`src/hw/rtl/afr_pkg.sv`:
```
`timescale 1ns / 1ps
`default_nettype none
package afr_pkg;

	// Field widths fixed by the frame format
	localparam int BYTE_W      = 8;
	localparam int ADDR_W      = 16;
	localparam int FLEN_W      = 6;
	localparam int POS_W       = 5;
	localparam int CFG_IDX_W   = 8;

	// Default buffer size in payload bytes
	localparam int MAX_PAYLOAD_DEF = 32;

	// Register map
	localparam logic [CFG_IDX_W-1:0] REG_HEAD = CFG_IDX_W'(0);
	localparam logic [CFG_IDX_W-1:0] REG_TAIL = CFG_IDX_W'(1);

	// Register reset values
	localparam logic [BYTE_W-1:0] HEAD_RESET = 8'hAA;
	localparam logic [BYTE_W-1:0] TAIL_RESET = 8'h55;

endpackage
`default_nettype wire

```
`src/hw/rtl/afr_if.sv`:
```
`timescale 1ns / 1ps
`default_nettype none

// Received byte channel
interface afr_rx_if import afr_pkg::*; ();
	logic              valid;
	logic              ready;
	logic [BYTE_W-1:0] rx_data;

	modport source (output valid, output rx_data, input ready);
	modport sink   (input valid, input rx_data, output ready);
endinterface

// Payload result channel
interface afr_frame_if import afr_pkg::*; ();
	logic              valid;
	logic              ready;
	logic [ADDR_W-1:0] source_address;
	logic [FLEN_W-1:0] frame_length;
	logic [POS_W-1:0]  byte_position;
	logic [BYTE_W-1:0] payload_byte;
	logic              last_of_frame;

	modport source (output valid, output source_address, output frame_length,
		output byte_position, output payload_byte, output last_of_frame, input ready);
	modport sink   (input valid, input source_address, input frame_length,
		input byte_position, input payload_byte, input last_of_frame, output ready);
endinterface

// Register write channel
interface afr_cfg_if import afr_pkg::*; ();
	logic                 valid;
	logic                 ready;
	logic [CFG_IDX_W-1:0] addr;
	logic [BYTE_W-1:0]    data;

	modport source (output valid, output addr, output data, input ready);
	modport sink   (input valid, input addr, input data, output ready);
endinterface
`default_nettype wire

```
`src/hw/rtl/addressed_frame_receiver_top.sv`:
```
`timescale 1ns / 1ps
`default_nettype none
// Addressed frame receiver: deframes head / address (LE16) / length / payload / tail.
// Channels:
//   rx    - one received byte per beat (valid/ready).
//   frame - one payload byte per beat with address, length, position and a
//           last flag on the final byte of the frame.
//   cfg   - register writes: index 0 head marker, index 1 tail marker.
//           Writes are always taken.
// Throughput: rx takes one byte per cycle while parsing. After a tail byte that
// matches, the payload drains from the buffer one byte at a time: the single-read
// interlock on the buffer's registered read port allows no new read while one is
// pending; rx is held off until the last buffer read is issued.
// The tail beat sets busy; the first result then passes the read and output registers.
// Reset: parser returns to head hunt, markers go to 0xAA / 0x55, output empties.
// The payload buffer is not cleared; only bytes of the current frame are read.
// Stall: a held result keeps the drain paused; the output register frees the
// buffer read for the next byte as soon as the current beat is taken.
module addressed_frame_receiver_top import afr_pkg::*; #(
	parameter int MAX_PAYLOAD = MAX_PAYLOAD_DEF
) (
	input  wire logic   clk,
	input  wire logic   arst_n,
	afr_rx_if.sink      rx,
	afr_frame_if.source frame,
	afr_cfg_if.sink     cfg
);

	localparam int LEN_W = $clog2(MAX_PAYLOAD + 1);
	localparam int IDX_W = (MAX_PAYLOAD > 1) ? $clog2(MAX_PAYLOAD) : 1;

	localparam logic [2:0] PH_HEAD   = 3'd0;
	localparam logic [2:0] PH_ADDR_L = 3'd1;
	localparam logic [2:0] PH_ADDR_H = 3'd2;
	localparam logic [2:0] PH_LEN    = 3'd3;
	localparam logic [2:0] PH_DATA   = 3'd4;
	localparam logic [2:0] PH_TAIL   = 3'd5;

	logic [BYTE_W-1:0] head_q;
	logic [BYTE_W-1:0] tail_q;

	logic [2:0]        phase_q;
	logic [ADDR_W-1:0] addr_q;
	logic [LEN_W-1:0]  len_q;
	logic [LEN_W-1:0]  fill_q;
	logic [LEN_W-1:0]  fill_next;

	logic              accept;
	logic              drain_busy;
	logic              wr_en;
	logic              start;
	logic              len_bad;

	// Register writes
	assign cfg.ready = 1'b1;

	always_ff @(posedge clk or negedge arst_n) begin
		if (!arst_n) begin
			head_q <= HEAD_RESET;
			tail_q <= TAIL_RESET;
		end else if (cfg.valid) begin
			if (cfg.addr == REG_HEAD) begin
				head_q <= cfg.data;
			end else if (cfg.addr == REG_TAIL) begin
				tail_q <= cfg.data;
			end
		end
	end

	// Hold off input while the drain is still reading the buffer
	assign rx.ready  = !drain_busy;
	assign accept    = rx.valid && !drain_busy;
	assign fill_next = fill_q + LEN_W'(1);
	assign len_bad   = (rx.rx_data == '0) || (rx.rx_data > BYTE_W'(MAX_PAYLOAD));
	assign wr_en     = accept && (phase_q == PH_DATA);
	assign start     = accept && (phase_q == PH_TAIL) && (rx.rx_data == tail_q);

	// Frame parser
	always_ff @(posedge clk or negedge arst_n) begin
		if (!arst_n) begin
			phase_q <= PH_HEAD;
			addr_q  <= '0;
			len_q   <= '0;
			fill_q  <= '0;
		end else if (accept) begin
			unique case (phase_q)
				PH_HEAD: begin
					if (rx.rx_data == head_q) begin
						phase_q <= PH_ADDR_L;
						addr_q  <= '0;
						len_q   <= '0;
						fill_q  <= '0;
					end
				end
				PH_ADDR_L: begin
					addr_q  <= {{(ADDR_W-BYTE_W){1'b0}}, rx.rx_data};
					phase_q <= PH_ADDR_H;
				end
				PH_ADDR_H: begin
					addr_q  <= {rx.rx_data, addr_q[BYTE_W-1:0]};
					phase_q <= PH_LEN;
				end
				PH_LEN: begin
					fill_q <= '0;
					if (len_bad) begin
						phase_q <= PH_HEAD;
						addr_q  <= '0;
						len_q   <= '0;
					end else begin
						len_q   <= LEN_W'(rx.rx_data);
						phase_q <= PH_DATA;
					end
				end
				PH_DATA: begin
					fill_q <= fill_next;
					if (fill_next >= len_q) begin
						phase_q <= PH_TAIL;
					end
				end
				default: begin
					// Tail slot or unused code: back to the hunt
					phase_q <= PH_HEAD;
					addr_q  <= '0;
					len_q   <= '0;
					fill_q  <= '0;
				end
			endcase
		end
	end

	afr_drain #(
		.MAX_PAYLOAD(MAX_PAYLOAD),
		.LEN_W      (LEN_W),
		.IDX_W      (IDX_W)
	) u_drain (
		.clk       (clk),
		.arst_n    (arst_n),
		.wr_en     (wr_en),
		.wr_idx    (fill_q[IDX_W-1:0]),
		.wr_data   (rx.rx_data),
		.start     (start),
		.start_addr(addr_q),
		.start_len (len_q),
		.busy      (drain_busy),
		.frame     (frame)
	);

endmodule
`default_nettype wire

```
`src/hw/rtl/afr_drain.sv`:
```
`timescale 1ns / 1ps
`default_nettype none
module afr_drain import afr_pkg::*; #(
	parameter int MAX_PAYLOAD = MAX_PAYLOAD_DEF,
	parameter int LEN_W = $clog2(MAX_PAYLOAD + 1),
	parameter int IDX_W = (MAX_PAYLOAD > 1) ? $clog2(MAX_PAYLOAD) : 1
) (
	input  wire logic              clk,
	input  wire logic              arst_n,
	input  wire logic              wr_en,
	input  wire logic [IDX_W-1:0]  wr_idx,
	input  wire logic [BYTE_W-1:0] wr_data,
	input  wire logic              start,
	input  wire logic [ADDR_W-1:0] start_addr,
	input  wire logic [LEN_W-1:0]  start_len,
	output logic                   busy,
	afr_frame_if.source            frame
);

	logic [BYTE_W-1:0] mem [MAX_PAYLOAD];

	logic              busy_q;
	logic [LEN_W-1:0]  rd_cnt_q;
	logic [LEN_W-1:0]  len_q;
	logic [ADDR_W-1:0] addr_q;
	logic [LEN_W-1:0]  rd_next;
	logic              issue;

	logic              pend_s1;
	logic [LEN_W-1:0]  pos_s1;
	logic              last_s1;
	logic [BYTE_W-1:0] rd_data_s1;

	logic              out_valid_q;
	logic [ADDR_W-1:0] out_addr_q;
	logic [FLEN_W-1:0] out_len_q;
	logic [POS_W-1:0]  out_pos_q;
	logic [BYTE_W-1:0] out_data_q;
	logic              out_last_q;

	// Issue one read at a time, only when the output register is free next cycle
	assign rd_next = rd_cnt_q + LEN_W'(1);
	assign issue   = busy_q && !pend_s1 && (!out_valid_q || frame.ready);
	assign busy    = busy_q;

	// Payload buffer: write from the parser, registered read for the drain
	always_ff @(posedge clk) begin
		if (wr_en) begin
			mem[wr_idx] <= wr_data;
		end
		if (issue) begin
			rd_data_s1 <= mem[rd_cnt_q[IDX_W-1:0]];
		end
	end

	// Drain sequencer: step through the buffer once per accepted frame
	always_ff @(posedge clk or negedge arst_n) begin
		if (!arst_n) begin
			busy_q   <= 1'b0;
			rd_cnt_q <= '0;
			len_q    <= '0;
			addr_q   <= '0;
			pend_s1  <= 1'b0;
			pos_s1   <= '0;
			last_s1  <= 1'b0;
		end else begin
			pend_s1 <= issue;
			if (start) begin
				busy_q   <= 1'b1;
				rd_cnt_q <= '0;
				len_q    <= start_len;
				addr_q   <= start_addr;
			end else if (issue) begin
				pos_s1   <= rd_cnt_q;
				last_s1  <= (rd_next == len_q);
				rd_cnt_q <= rd_next;
				if (rd_next == len_q) begin
					busy_q <= 1'b0;
				end
			end
		end
	end

	// Output register: load read data, drop the beat once taken
	always_ff @(posedge clk or negedge arst_n) begin
		if (!arst_n) begin
			out_valid_q <= 1'b0;
		end else if (pend_s1) begin
			out_valid_q <= 1'b1;
		end else if (frame.ready) begin
			out_valid_q <= 1'b0;
		end
	end

	always_ff @(posedge clk) begin
		if (pend_s1) begin
			out_addr_q <= addr_q;
			out_len_q  <= FLEN_W'(len_q);
			out_pos_q  <= POS_W'(pos_s1);
			out_data_q <= rd_data_s1;
			out_last_q <= last_s1;
		end
	end

	assign frame.valid          = out_valid_q;
	assign frame.source_address = out_addr_q;
	assign frame.frame_length   = out_len_q;
	assign frame.byte_position  = out_pos_q;
	assign frame.payload_byte   = out_data_q;
	assign frame.last_of_frame  = out_last_q;

endmodule
`default_nettype wire
```
`src/flat_wrapper.sv`:
```
// flat-port wrapper written by rule: the top's interface ports become plain ports
module addressed_frame_receiver_top_flat import afr_pkg::*;
#(
	parameter int MAX_PAYLOAD = MAX_PAYLOAD_DEF
)
  (clk, arst_n, rx_valid, rx_rx_data, rx_ready, frame_valid, frame_source_address, frame_frame_length, frame_byte_position, frame_payload_byte, frame_last_of_frame, frame_ready, cfg_valid, cfg_addr, cfg_data, cfg_ready);
  afr_rx_if rx_i ();
  afr_frame_if frame_i ();
  afr_cfg_if cfg_i ();
  input  wire logic clk;
  input  wire logic arst_n;
  input wire logic [$bits(rx_i.valid)-1:0] rx_valid;
  input wire logic [$bits(rx_i.rx_data)-1:0] rx_rx_data;
  output wire logic [$bits(rx_i.ready)-1:0] rx_ready;
  output wire logic [$bits(frame_i.valid)-1:0] frame_valid;
  output wire logic [$bits(frame_i.source_address)-1:0] frame_source_address;
  output wire logic [$bits(frame_i.frame_length)-1:0] frame_frame_length;
  output wire logic [$bits(frame_i.byte_position)-1:0] frame_byte_position;
  output wire logic [$bits(frame_i.payload_byte)-1:0] frame_payload_byte;
  output wire logic [$bits(frame_i.last_of_frame)-1:0] frame_last_of_frame;
  input wire logic [$bits(frame_i.ready)-1:0] frame_ready;
  input wire logic [$bits(cfg_i.valid)-1:0] cfg_valid;
  input wire logic [$bits(cfg_i.addr)-1:0] cfg_addr;
  input wire logic [$bits(cfg_i.data)-1:0] cfg_data;
  output wire logic [$bits(cfg_i.ready)-1:0] cfg_ready;
  assign rx_i.valid = rx_valid;
  assign rx_i.rx_data = rx_rx_data;
  assign rx_ready = rx_i.ready;
  assign frame_valid = frame_i.valid;
  assign frame_source_address = frame_i.source_address;
  assign frame_frame_length = frame_i.frame_length;
  assign frame_byte_position = frame_i.byte_position;
  assign frame_payload_byte = frame_i.payload_byte;
  assign frame_last_of_frame = frame_i.last_of_frame;
  assign frame_i.ready = frame_ready;
  assign cfg_i.valid = cfg_valid;
  assign cfg_i.addr = cfg_addr;
  assign cfg_i.data = cfg_data;
  assign cfg_ready = cfg_i.ready;
  addressed_frame_receiver_top #(.MAX_PAYLOAD(MAX_PAYLOAD)) u_core (.clk(clk), .arst_n(arst_n), .rx(rx_i), .frame(frame_i), .cfg(cfg_i));
endmodule
```
`config.mk`:
```
export PLATFORM = sky130hd
export DESIGN_NAME = addressed_frame_receiver_top_flat
export DESIGN_NICKNAME = d
export VERILOG_FILES = /design/src/hw/rtl/afr_pkg.sv /design/src/hw/rtl/afr_if.sv /design/src/hw/rtl/addressed_frame_receiver_top.sv /design/src/hw/rtl/afr_drain.sv /design/src/flat_wrapper.sv
export SDC_FILE = /design/constraint.sdc
export NUM_CORES = 1
export LEC_CHECK = 0
export BUFFER_PORTS_ARGS = -buffer_cell sky130_fd_sc_hd__buf_2
export CAP_MARGIN = 20
export CORE_MARGIN = 3
export CORE_UTILIZATION = 40
export DETAILED_ROUTE_END_ITERATION = 10
export PLACE_DENSITY = 0.67
export REMOVE_ABC_BUFFERS = 1
export SYNTH_ARGS = -nofsm -noshare
export SYNTH_HDL_FRONTEND = slang
export SYNTH_HIERARCHICAL = 1
export SYNTH_SLANG_ARGS = --single-unit
```
`constraint.sdc`:
```
create_clock -name clk -period 3.1 [get_ports clk]
set_input_delay 0.465 -clock clk [delete_from_list [all_inputs] [get_ports clk]]
set_output_delay 0.465 -clock clk [all_outputs]
set_load 0.01 [all_outputs]
```
# After elaboration in Yosys (flattened, before gate mapping)
# Memories as Yosys holds them, arrays and structs flattened. A register that Yosys moved wholly into a read port is not among the register bits.
# Cells that the tools add are included.
# word_totals
register_bits	120
ramBits	256
input_bits	29
output_inout_bits	39
wordCells	91
mem_count	1
# op_classes
add_sub_neg	2
n_lt_le_gt_ge	2
eq_ne	12
n_mux	20
bitwise_logic	6
reduce_logical	28
# memory_table
name	words	word_bits	rd	rd_clocked_by_memory_dff	wr	line_no	text
u_core.u_drain.mem	32	8	1	1	1	afr_drain.sv:20	logic [BYTE_W-1:0] mem [MAX_PAYLOAD];
# ops
op	n
$pmux 16 s5	1
$pmux 6 s3	2
$mux 16	2
$mux 6	4
$eq 8x8->1	2
$logic_not 8->1	2
$pmux 3 s5	1
$add 6x1->6 const B	2
$reduce_and 3->1	4
$mux 3	3
$eq 8x1->1 const B	1
$gt 8x6->1 const B	1
$mux 1	7
$eq 3x2->1 const B	2
$eq 3x3->1 const B	2
$eq 6x6->1	1
$ge 6x6->1	1
$logic_and 1x1->1	6
$not 1->1	6
$reduce_and 2->1	3
$reduce_bool 2->1	3
$reduce_and 5->1	1
$ne 2x1->1 const B	2
$reduce_and 4->1	1
7 further kinds	10

# Depth between registers and ports, before layout
# Gate-level depths: netlist of run 1.
# logic_depth
depth_word	6
depth_mapped	8
depth_no_buf	8

# Hierarchy
# Netlist of run 1, hierarchy kept.
# by_module_without_submodules
mod	instances	cells_per_inst	area_each_um2	seq_area_each_um2
afr_drain	1	702	13125.1	9934.5
addressed_frame_receiver_top	1	233	2566.2	1186.1

# Worst setup path before layout of run 1
# OpenSTA, ideal clock, no wires.
# synth_timing
path_kind	register to register
startpoint	reg u_core.phase_q[1]
endpoint	mem u_core.u_drain.mem[0][0], enable pin
setup_ps	370
arrival_time_ps	2086
required_ps	2730
slack_ps	643
path_stages_with_launch	8
n_path_buf	2
period_less_slack_ps	2457
path_cell_list	dfrtp_1 -> buf_2 -> nor2_1 -> nand2_1 -> nor2_1 -> or3b_2 -> clkbuf_1 -> nor2_1
# synth_via
elab_chain_cells	4
# synth_lines
item	line_no	text
start, declared	addressed_frame_receiver_top.sv:42	logic [2:0] phase_q;
start signal, assigned	addressed_frame_receiver_top.sv:81	phase_q <= PH_HEAD;
start signal, assigned	addressed_frame_receiver_top.sv:89	phase_q <= PH_ADDR_L;
start signal, assigned	addressed_frame_receiver_top.sv:97	phase_q <= PH_ADDR_H;
$eq 3x3->1	addressed_frame_receiver_top.sv:75	assign wr_en = accept && (phase_q == PH_DATA);
$logic_and 1x1->1	addressed_frame_receiver_top.sv:75	
net u_core.wr_en	addressed_frame_receiver_top.sv:50	logic wr_en;
$mux 1	afr_drain.sv:48	if (wr_en) begin
$mux 1 (not written as such)	afr_drain.sv:49	mem[wr_idx] <= wr_data;
end, declared	afr_drain.sv:20	
# The timed path passes the listed nets, and every way through them passes these cells.

# Worst setup path after layout of run 1
# layout_timing
startpoint	reg u_core.phase_q[1]
endpoint	mem u_core.u_drain.mem[8][6], enable pin
# The elaborated chain is that of the path after synthesis.

==> results of run 1 <==
layout make-up:
| class | instances | share of cell area |
|---|---|---|
| inverter | 25 | 0.005214 |
| tap | 511 | 0.03552 |
| multi-input combinational | 475 | 0.2277 |
| timing repair buffer | 129 | 0.04546 |
| clock buffer | 47 | 0.05763 |
| clock inverter | 21 | 0.01015 |
| sequential | 384 | 0.6181 |
| antenna | 1 | 0.0001390 |
through the flow:
stage            util  worst slack (ns)  TNS [ns]  hold WS, ns
3_3_place_gp   0.4392            0.5228         0       0.4059
2_1_floorplan       -            -1.597    -31.35       0.1694
4_1_cts        0.4711            0.4720         0      0.03347
6_report       0.4712            0.4103         0      0.01209
3_5_place_dp   0.4392            0.4724         0       0.4045
5_1_grt        0.4711            0.2980         0      0.05798
state kept, by name, summed over array words and instances (netlist names):
signal,flops
u_core/len_q,6
u_core/head_q,8
u_core/u_drain/rd_data_s1,8
u_core/u_drain/busy,1
u_core/u_drain/frame.frame_length,6
u_core/fill_q,6
u_core/tail_q,8
u_core/u_drain/mem,256
u_core/u_drain/frame.last_of_frame,1
u_core/u_drain/addr_q,16
u_core/u_drain/frame.byte_position,5
u_core/addr_q,16
u_core/u_drain/frame.payload_byte,8
u_core/u_drain/rd_cnt_q,6
u_core/u_drain/pos_s1,5
u_core/u_drain/pend_s1,1
u_core/phase_q,3
u_core/u_drain/last_s1,1
u_core/u_drain/frame.valid,1
u_core/u_drain/len_q,6
u_core/u_drain/frame.source_address,16
routing by layer:
layer	GRT usage	share of wire
met1	0.2197	0.44
met4	0.04276	0.021
met5	0	0
met3	0.02054	0.055
met2	0.2435	0.48
logic make-up (layout without fill, tap and decap cells):
kind of cell	after synthesis	in the layout	share of synthesized area
compound gates	65	65	0.02966
xor+xnor	35	35	0.01954
fa+ha+maj	8	8	0.006379
buf+inv	76	222	0.03038
flops	384	384	0.7087
mux	165	165	0.1357
other cells	1	2	0.0002390
simple gates	201	201	0.06937
cells in the mapped netlist, types with 3 or more instances:
| cell type | instances | share of area |
|---|---|---|
| sky130_fd_sc_hd__nor2_1 | 48 | 0.011 |
| sky130_fd_sc_hd__dfrtp_1 | 76 | 0.12 |
| sky130_fd_sc_hd__buf_4 | 11 | 0.0053 |
| sky130_fd_sc_hd__xnor2_1 | 18 | 0.010 |
| sky130_fd_sc_hd__nor4_1 | 3 | 0.0012 |
| sky130_fd_sc_hd__mux2_2 | 46 | 0.033 |
| sky130_fd_sc_hd__nor3_2 | 9 | 0.0057 |
| sky130_fd_sc_hd__nand2b_1 | 17 | 0.0068 |
| sky130_fd_sc_hd__nand4_1 | 5 | 0.0020 |
| sky130_fd_sc_hd__ha_1 | 8 | 0.0064 |
| sky130_fd_sc_hd__buf_6 | 8 | 0.0057 |
| sky130_fd_sc_hd__dfstp_2 | 8 | 0.013 |
| sky130_fd_sc_hd__a22o_1 | 3 | 0.0017 |
| sky130_fd_sc_hd__a21o_1 | 3 | 0.0014 |
| sky130_fd_sc_hd__or2_2 | 4 | 0.0016 |
| sky130_fd_sc_hd__edfxtp_1 | 300 | 0.57 |
| sky130_fd_sc_hd__buf_1 | 5 | 0.0012 |
| sky130_fd_sc_hd__a21oi_1 | 18 | 0.0057 |
| sky130_fd_sc_hd__nand3b_1 | 6 | 0.0029 |
| sky130_fd_sc_hd__xor2_1 | 17 | 0.0095 |
| sky130_fd_sc_hd__nor2b_1 | 6 | 0.0024 |
| sky130_fd_sc_hd__buf_12 | 3 | 0.0038 |
| sky130_fd_sc_hd__mux4_2 | 28 | 0.040 |
| sky130_fd_sc_hd__nand3_1 | 26 | 0.0083 |
| sky130_fd_sc_hd__inv_1 | 25 | 0.0060 |
| sky130_fd_sc_hd__nand2_1 | 54 | 0.013 |
| sky130_fd_sc_hd__or3b_2 | 3 | 0.0017 |
| sky130_fd_sc_hd__buf_2 | 11 | 0.0035 |
| sky130_fd_sc_hd__o41ai_1 | 3 | 0.0017 |
| sky130_fd_sc_hd__clkbuf_2 | 4 | 0.0013 |
| sky130_fd_sc_hd__mux4_1 | 4 | 0.0067 |
| sky130_fd_sc_hd__a22oi_1 | 32 | 0.015 |
| sky130_fd_sc_hd__mux2i_1 | 86 | 0.055 |
| sky130_fd_sc_hd__clkbuf_1 | 7 | 0.0017 |
worst max-delay path: cells and delay by family, from the launching register on:
family / cells / cell delay, ns
flip-flops: 1 / 0.47
AND/OR/NAND/NOR: 5 / 1.87
worst max-delay path by stage:
| stage | from | cells after the start | slack, ns | to |
|---|---|---|---|---|
| 5_1_grt | u_core/phase_q[1]$_DFFE_PN0P_ | 5 | 0.30 | u_core/u_drain/mem[8][4]$_DFFE_PP_ |
| 3_3_place_gp | u_core/phase_q[1]$_DFFE_PN0P_ | 5 | 0.52 | u_core/u_drain/mem[8][3]$_DFFE_PP_ |
| 6_report | u_core/phase_q[1]$_DFFE_PN0P_ | 5 | 0.41 | u_core/u_drain/mem[8][6]$_DFFE_PP_ |
| 3_5_place_dp | u_core/phase_q[0]$_DFFE_PN0P_ | 5 | 0.47 | u_core/u_drain/mem[8][3]$_DFFE_PP_ |
| 4_1_cts | u_core/phase_q[1]$_DFFE_PN0P_ | 5 | 0.47 | u_core/u_drain/mem[8][3]$_DFFE_PP_ |
| 2_1_floorplan | u_core/u_drain/rd_cnt_q[0]$_DFFE_PN0P_ | 5 | -1.60 | u_core/u_drain/rd_data_s1[0]$_DFFE_PP_ |
cells in the final DEF, fill, tap and decap left out, types with 4 or more instances in the layout:
master | netlist | layout
sky130_fd_sc_hd__mux2_2 | 46 | 46
sky130_fd_sc_hd__clkinv_2 | 0 | 5
sky130_fd_sc_hd__clkinv_1 | 0 | 10
sky130_fd_sc_hd__xor2_1 | 17 | 17
sky130_fd_sc_hd__edfxtp_1 | 300 | 300
sky130_fd_sc_hd__clkbuf_16 | 0 | 40
sky130_fd_sc_hd__ha_1 | 8 | 8
sky130_fd_sc_hd__mux4_2 | 28 | 28
sky130_fd_sc_hd__mux4_1 | 4 | 4
sky130_fd_sc_hd__buf_4 | 11 | 63
sky130_fd_sc_hd__nor2_1 | 48 | 48
sky130_fd_sc_hd__a22oi_1 | 32 | 32
sky130_fd_sc_hd__dfstp_2 | 8 | 8
sky130_fd_sc_hd__xnor2_1 | 18 | 18
sky130_fd_sc_hd__mux2i_1 | 86 | 86
sky130_fd_sc_hd__nand2b_1 | 17 | 17
sky130_fd_sc_hd__buf_2 | 11 | 65
sky130_fd_sc_hd__nand2_1 | 54 | 54
sky130_fd_sc_hd__nand4_1 | 5 | 5
sky130_fd_sc_hd__nor3_2 | 9 | 10
sky130_fd_sc_hd__nand3b_1 | 6 | 6
sky130_fd_sc_hd__clkbuf_1 | 7 | 6
sky130_fd_sc_hd__inv_1 | 25 | 25
sky130_fd_sc_hd__nor2b_1 | 6 | 6
sky130_fd_sc_hd__nand3_1 | 26 | 26
sky130_fd_sc_hd__or2_2 | 4 | 4
sky130_fd_sc_hd__a21oi_1 | 18 | 18
sky130_fd_sc_hd__dfrtp_1 | 76 | 74
power by group:
part | internal, mW | switching, mW | leakage (nW)
registers | 5.74 | 0.172 | 3.86
clock network | 2.63 | 1.85 | 0.596
logic | 0.802 | 0.928 | 2.18
==> reports/summary.txt, run 1 <==
Site Rows: 71
total of warnings raised by yosys: 6
Storage cell area: 11130 µm²
Antenna Violating Nets Remaining: 0
Slew Viols, Final: 0
GP Congestion: 0.7790
Crit path arrival time: 2.85 ns
category of the critical setup timing path: reg2reg
fraction of final layout cells with drive strength greater than 1: 0.2692
final number of hold-violating endpoints: 0
worst min path class: in2async
FF-to-FF setup slack: 0.41 ns
setup repair after global routing missed its margin: false
Detailed Place HPWL: 20460 µm
ratio of total power to cell area: 673.2 nW/µm²
chain of cells forming the critical path: nor2_1 > nand2_1 > nor2_1 > or3b_2 > nor2_1
flip-flop and latch count after synthesis: 384
CP Data Required Time: 3.26 ns
Final nets: 1091
Largest stage delay, worst path: 0.63 ns
pin count of the biggest net entering global routing: 64
distinct cell type count after synthesis: 53
number of max-cap violations: 0
cell depth of the worst flop-to-flop path: 5
reported leakage power: 6.633 nW
quantity of gates resized following cts: 0
number of setup buffers added after CTS: 0
total clock sinks: 384
Overall Power: 12.12 mW
type of destination of the critical path: register
clock-pin transition on the worst setup and hold timing paths: 0.06 ns
Fill cells: 3228
DP Cell Count: 1524
via count: 8171
number of violations reported at the end of detailed-routing iteration 0: 570
post-route cell area: 18000 µm²
number of enable-type register cells in the synthesized netlist: 300
outcome: finished clean
CP max stage cell: sky130_fd_sc_hd__nor2_1
Worst VDD drop: 0.3599 mV
number of clock buffers inserted by TritonCTS: 39
core box area: 38200 µm²
Die Area: 41640 µm²
1st-pass router iterations: 4
vertical extent of the die: 204.1 µm
Post-CTS Hold Fix Bufs: 0
per-cell routed wire length: 19.83 µm
dpl cell area: 16780 µm²
CP Launch Type: register
most prevalent standard cell on the critical path: sky130_fd_sc_hd__nor2_1
number of cells produced by synthesis: 935
per-instance average area after synthesis: 16.78 µm²
number of H-tree levels: 2
initial core utilization: 0.4108
setup skew after layout: 0.02645 ns
number of input and output port buffers inserted: 66
minimum clock period after layout: 2.690 ns
Netlist Area Pre-Place: 15690 µm²
area growth from synthesis to final layout: 14.70%
Root Driver: sky130_fd_sc_hd__clkbuf_16
post-detailed-route via-to-cell ratio: 5.129
IO Count: 68
Synth Flop Type: sky130_fd_sc_hd__edfxtp_1
post-route insts no fill: 1593
number of buffers between clock root and the deepest sink: 3
final-report setup violation count: 0
vias in the first global route: 8268
critical-path maximum fanout: 9
worst reg2reg startpoint: u_core/phase_q[1]$_DFFE_PN0P_
maximum clock rate: 371.8 MHz
clk_lat worst skew: 0.53 ns
grt total ovfl: 0
aggregate routed wire length: 31590 µm
R2R Path End: u_core/u_drain/mem[8][6]$_DFFE_PP_
share of async-settable or async-resettable flops after synthesis: 0.2188
number of remaining DRC errors: 0
Least-Margin Pin Slew: 0.8825 ns
relative slew slack: 0.4104
post-synthesis sequential area ratio: 0.7087
global-route wire length before repair: 48620 µm
footprint of the multi-input gates: 4099 µm²
Chip Width: 204.1 µm
ratio of final minimum period to clock period: 0.8677
all-layer global routing usage: 0.1519
CTS tree: built
number of antenna violations at the first check in global routing: 1
Power figures use the tool's default switching activity.
==> inputs of run 2 (changes only) <==
clock period = 2.7 ns   (was 3.1 ns; I/O delays follow)
==> reports/summary.txt, run 2 (synthesized netlist as in run 1, its figures left out) <==
number of input and output port buffers inserted: 66 (unchanged)
start point of the critical path: u_core/fill_q[0]$_DFFE_PN0P_
CTS tree: built
post-detailed-route via-to-cell ratio: 5.116 (-0.26%)
footprint of the multi-input gates: 4099 µm² (unchanged)
number of buffers between clock root and the deepest sink: 3 (unchanged)
setup skew after layout: 0.02021 ns (-0.006244 ns)
outcome: finished clean
worst min path class: in2reg
Storage cell area: 11130 µm² (unchanged)
commonest non-fill, non-tap cell in the layout: sky130_fd_sc_hd__edfxtp_1
Final nets: 1102 (+1.0%)
number of H-tree levels: 2 (unchanged)
Die Area: 41640 µm² (unchanged)
vias in the first global route: 8342 (+0.90%)
number of remaining DRC errors: 0 (unchanged)
Site Rows: 71 (unchanged)
register name with the most flops: u_core/u_drain/mem
launch point of the worst hold path: cfg_data[6]
flip-flop count of the largest register after layout: 256 (unchanged)
reported leakage power: 6.736 nW (+1.6%)
post-route insts no fill: 1606 (+0.82%)
DP Cell Count: 1534 (+0.66%)
final number of hold-violating endpoints: 0 (unchanged)
ratio of final minimum period to clock period: 0.9406 (+0.07291)
number of antenna violations at the first check in global routing: 1 (unchanged)
Overall Power: 14.05 mW (+16%)
maximum clock rate: 393.8 MHz (+5.9%)
post-route cell area: 18190 µm² (+1.1%)
number of clock buffers inserted by TritonCTS: 39 (unchanged)
worst reg2reg startpoint: u_core/fill_q[0]$_DFFE_PN0P_
all-layer global routing usage: 0.1563 (+0.004345)
cell depth of the worst flop-to-flop path: 8 (+3)
dpl cell area: 16930 µm² (+0.89%)
number of max-cap violations: 0 (unchanged)
Fill cells: 3244 (+0.50%)
Least-Margin Pin Slew: 0.5739 ns (-0.3086 ns)
fraction of final layout cells with drive strength greater than 1: 0.2806 (+0.01143)
Detailed Place HPWL: 20710 µm (+1.2%)
type of destination of the critical path: register
total clock sinks: 384 (unchanged)
core box area: 38200 µm² (unchanged)
Worst VDD drop: 0.4795 mV (+33%)
grt total ovfl: 0 (unchanged)
smallest setup slack after layout: 0.1605 ns (-0.2498 ns)
FF-to-FF setup slack: 0.16 ns (-0.25 ns)
CP Data Required Time: 3.10 ns (-0.16 ns)
Crit path arrival time: 2.94 ns (+0.09 ns)
ratio of total power to cell area: 772.2 nW/µm² (+15%)
CP Launch Type: register
quantity of gates resized following cts: 0 (unchanged)
1st-pass router iterations: 5 (+1)
Slew Viols, Final: 0 (unchanged)
tightest hold margin: 0.1417 ns (+0.1296 ns)
Root Driver: sky130_fd_sc_hd__clkbuf_16
area growth from synthesis to final layout: 15.95%
pin count of the biggest net entering global routing: 44 (-31%)
sum of negative setup slack: 0 ns (unchanged)
via count: 8216 (+0.55%)
Setup WS pre-CTS: 0.2327 ns (-0.2397 ns)
most frequent cells in the layout: sky130_fd_sc_hd__edfxtp_1 (300), sky130_fd_sc_hd__mux2i_1 (86), sky130_fd_sc_hd__dfrtp_1 (74), sky130_fd_sc_hd__buf_4 (67), sky130_fd_sc_hd__buf_2 (65)
number of violations reported at the end of detailed-routing iteration 0: 621 (+8.9%)
category of the critical setup timing path: reg2reg
per-cell routed wire length: 20.15 µm (+1.6%)
final-report setup violation count: 0 (unchanged)
clk_lat worst skew: 0.53 ns (about the same)
Antenna Violating Nets Remaining: 0 (unchanged)
minimum clock period after layout: 2.540 ns (-0.1502 ns)
critical-path maximum fanout: 8 (-1)
aggregate routed wire length: 32370 µm (+2.4%)
setup repair after global routing missed its margin: false
GP Congestion: 0.7848 (+0.74%)
clock-pin transition on the worst setup and hold timing paths: 0.06 ns (about the same)
Chip Width: 204.1 µm (unchanged)
vertical extent of the die: 204.1 µm (unchanged)
IO Count: 68 (unchanged)
global-route wire length before repair: 49700 µm (+2.2%)
relative slew slack: 0.6174 (+0.2069)
initial core utilization: 0.4108 (unchanged)
Min-Delay Path Depth: 2
Final Util: 0.4763 (+0.005110)
number of setup buffers added after CTS: 0 (unchanged)
[run 2: cell types whose count changed in the layout (fill, tap and decap cells not counted), moves of 2 or more]
| cell | delta |
|---|---|
| sky130_fd_sc_hd__bufinv_16 | -2 |
| sky130_fd_sc_hd__clkinv_1 | -9 |
| sky130_fd_sc_hd__clkbuf_1 | +5 |
| sky130_fd_sc_hd__clkbuf_8 | +8 |
| sky130_fd_sc_hd__buf_4 | +4 |
| sky130_fd_sc_hd__buf_12 | +6 |
[run 2: where the power goes]
| group | total, mW | internal, mW | switching [mW] |
|---|---|---|---|
| sequential | 6.83 | 6.59 | 0.237 |
| clock | 5.19 | 3.07 | 2.12 |
| combinational | 2.03 | 0.982 | 1.05 |
| total | 14.0 | 10.6 | 3.40 |
[run 2: per-layer routing]
metal	wire, µm	up-vias	track usage
met2	15790	158	0.2578
li1	-	3790	-
met3	1229	54	0.02166
met4	870	0	0.04940
met5	0	-	0
met1	14480	4214	0.2168
[run 2: timing repair]
item,CTS,global route
hold endpoints to repair,41,0
endpoints found under the setup margin,0,0
hold buffers,1,0
[run 2: final timing paths]
check	end
setup / recovery	u_core/phase_q[0]$_DFFE_PN0P_
hold / removal	u_core/tail_q[6]$_DFFE_PN1P_
setup reg to reg	u_core/phase_q[0]$_DFFE_PN0P_
hold reg to reg	u_core/u_drain/frame.payload_byte[3]$_DFFE_PP_
max in group asynchronous	u_core/tail_q[4]$_DFFE_PN1P_
min in group asynchronous	u_core/u_drain/addr_q[0]$_DFFE_PN0P_
[run 2: final cells by class]
cell class	count	area share
flip-flops and latches	384	0.6115
multi-input cells	475	0.2253
clock buffers	60	0.06409
repair buffers	140	0.05378
well taps	511	0.03514
inverters	25	0.005158
clock inverters	10	0.004883
diodes	1	0.0001375
[run 2: critical path: stages (launching register included)]
cell and delay [ns]:
sky130_fd_sc_hd__dfrtp_1 0.46, sky130_fd_sc_hd__ha_1 0.28, sky130_fd_sc_hd__xor2_1 0.16, sky130_fd_sc_hd__ha_1 0.30, sky130_fd_sc_hd__nand2_1 0.05, sky130_fd_sc_hd__o21ai_0 0.20, sky130_fd_sc_hd__nand4_1 0.13, sky130_fd_sc_hd__a211oi_1 0.47
sky130_fd_sc_hd__mux2_2 0.39
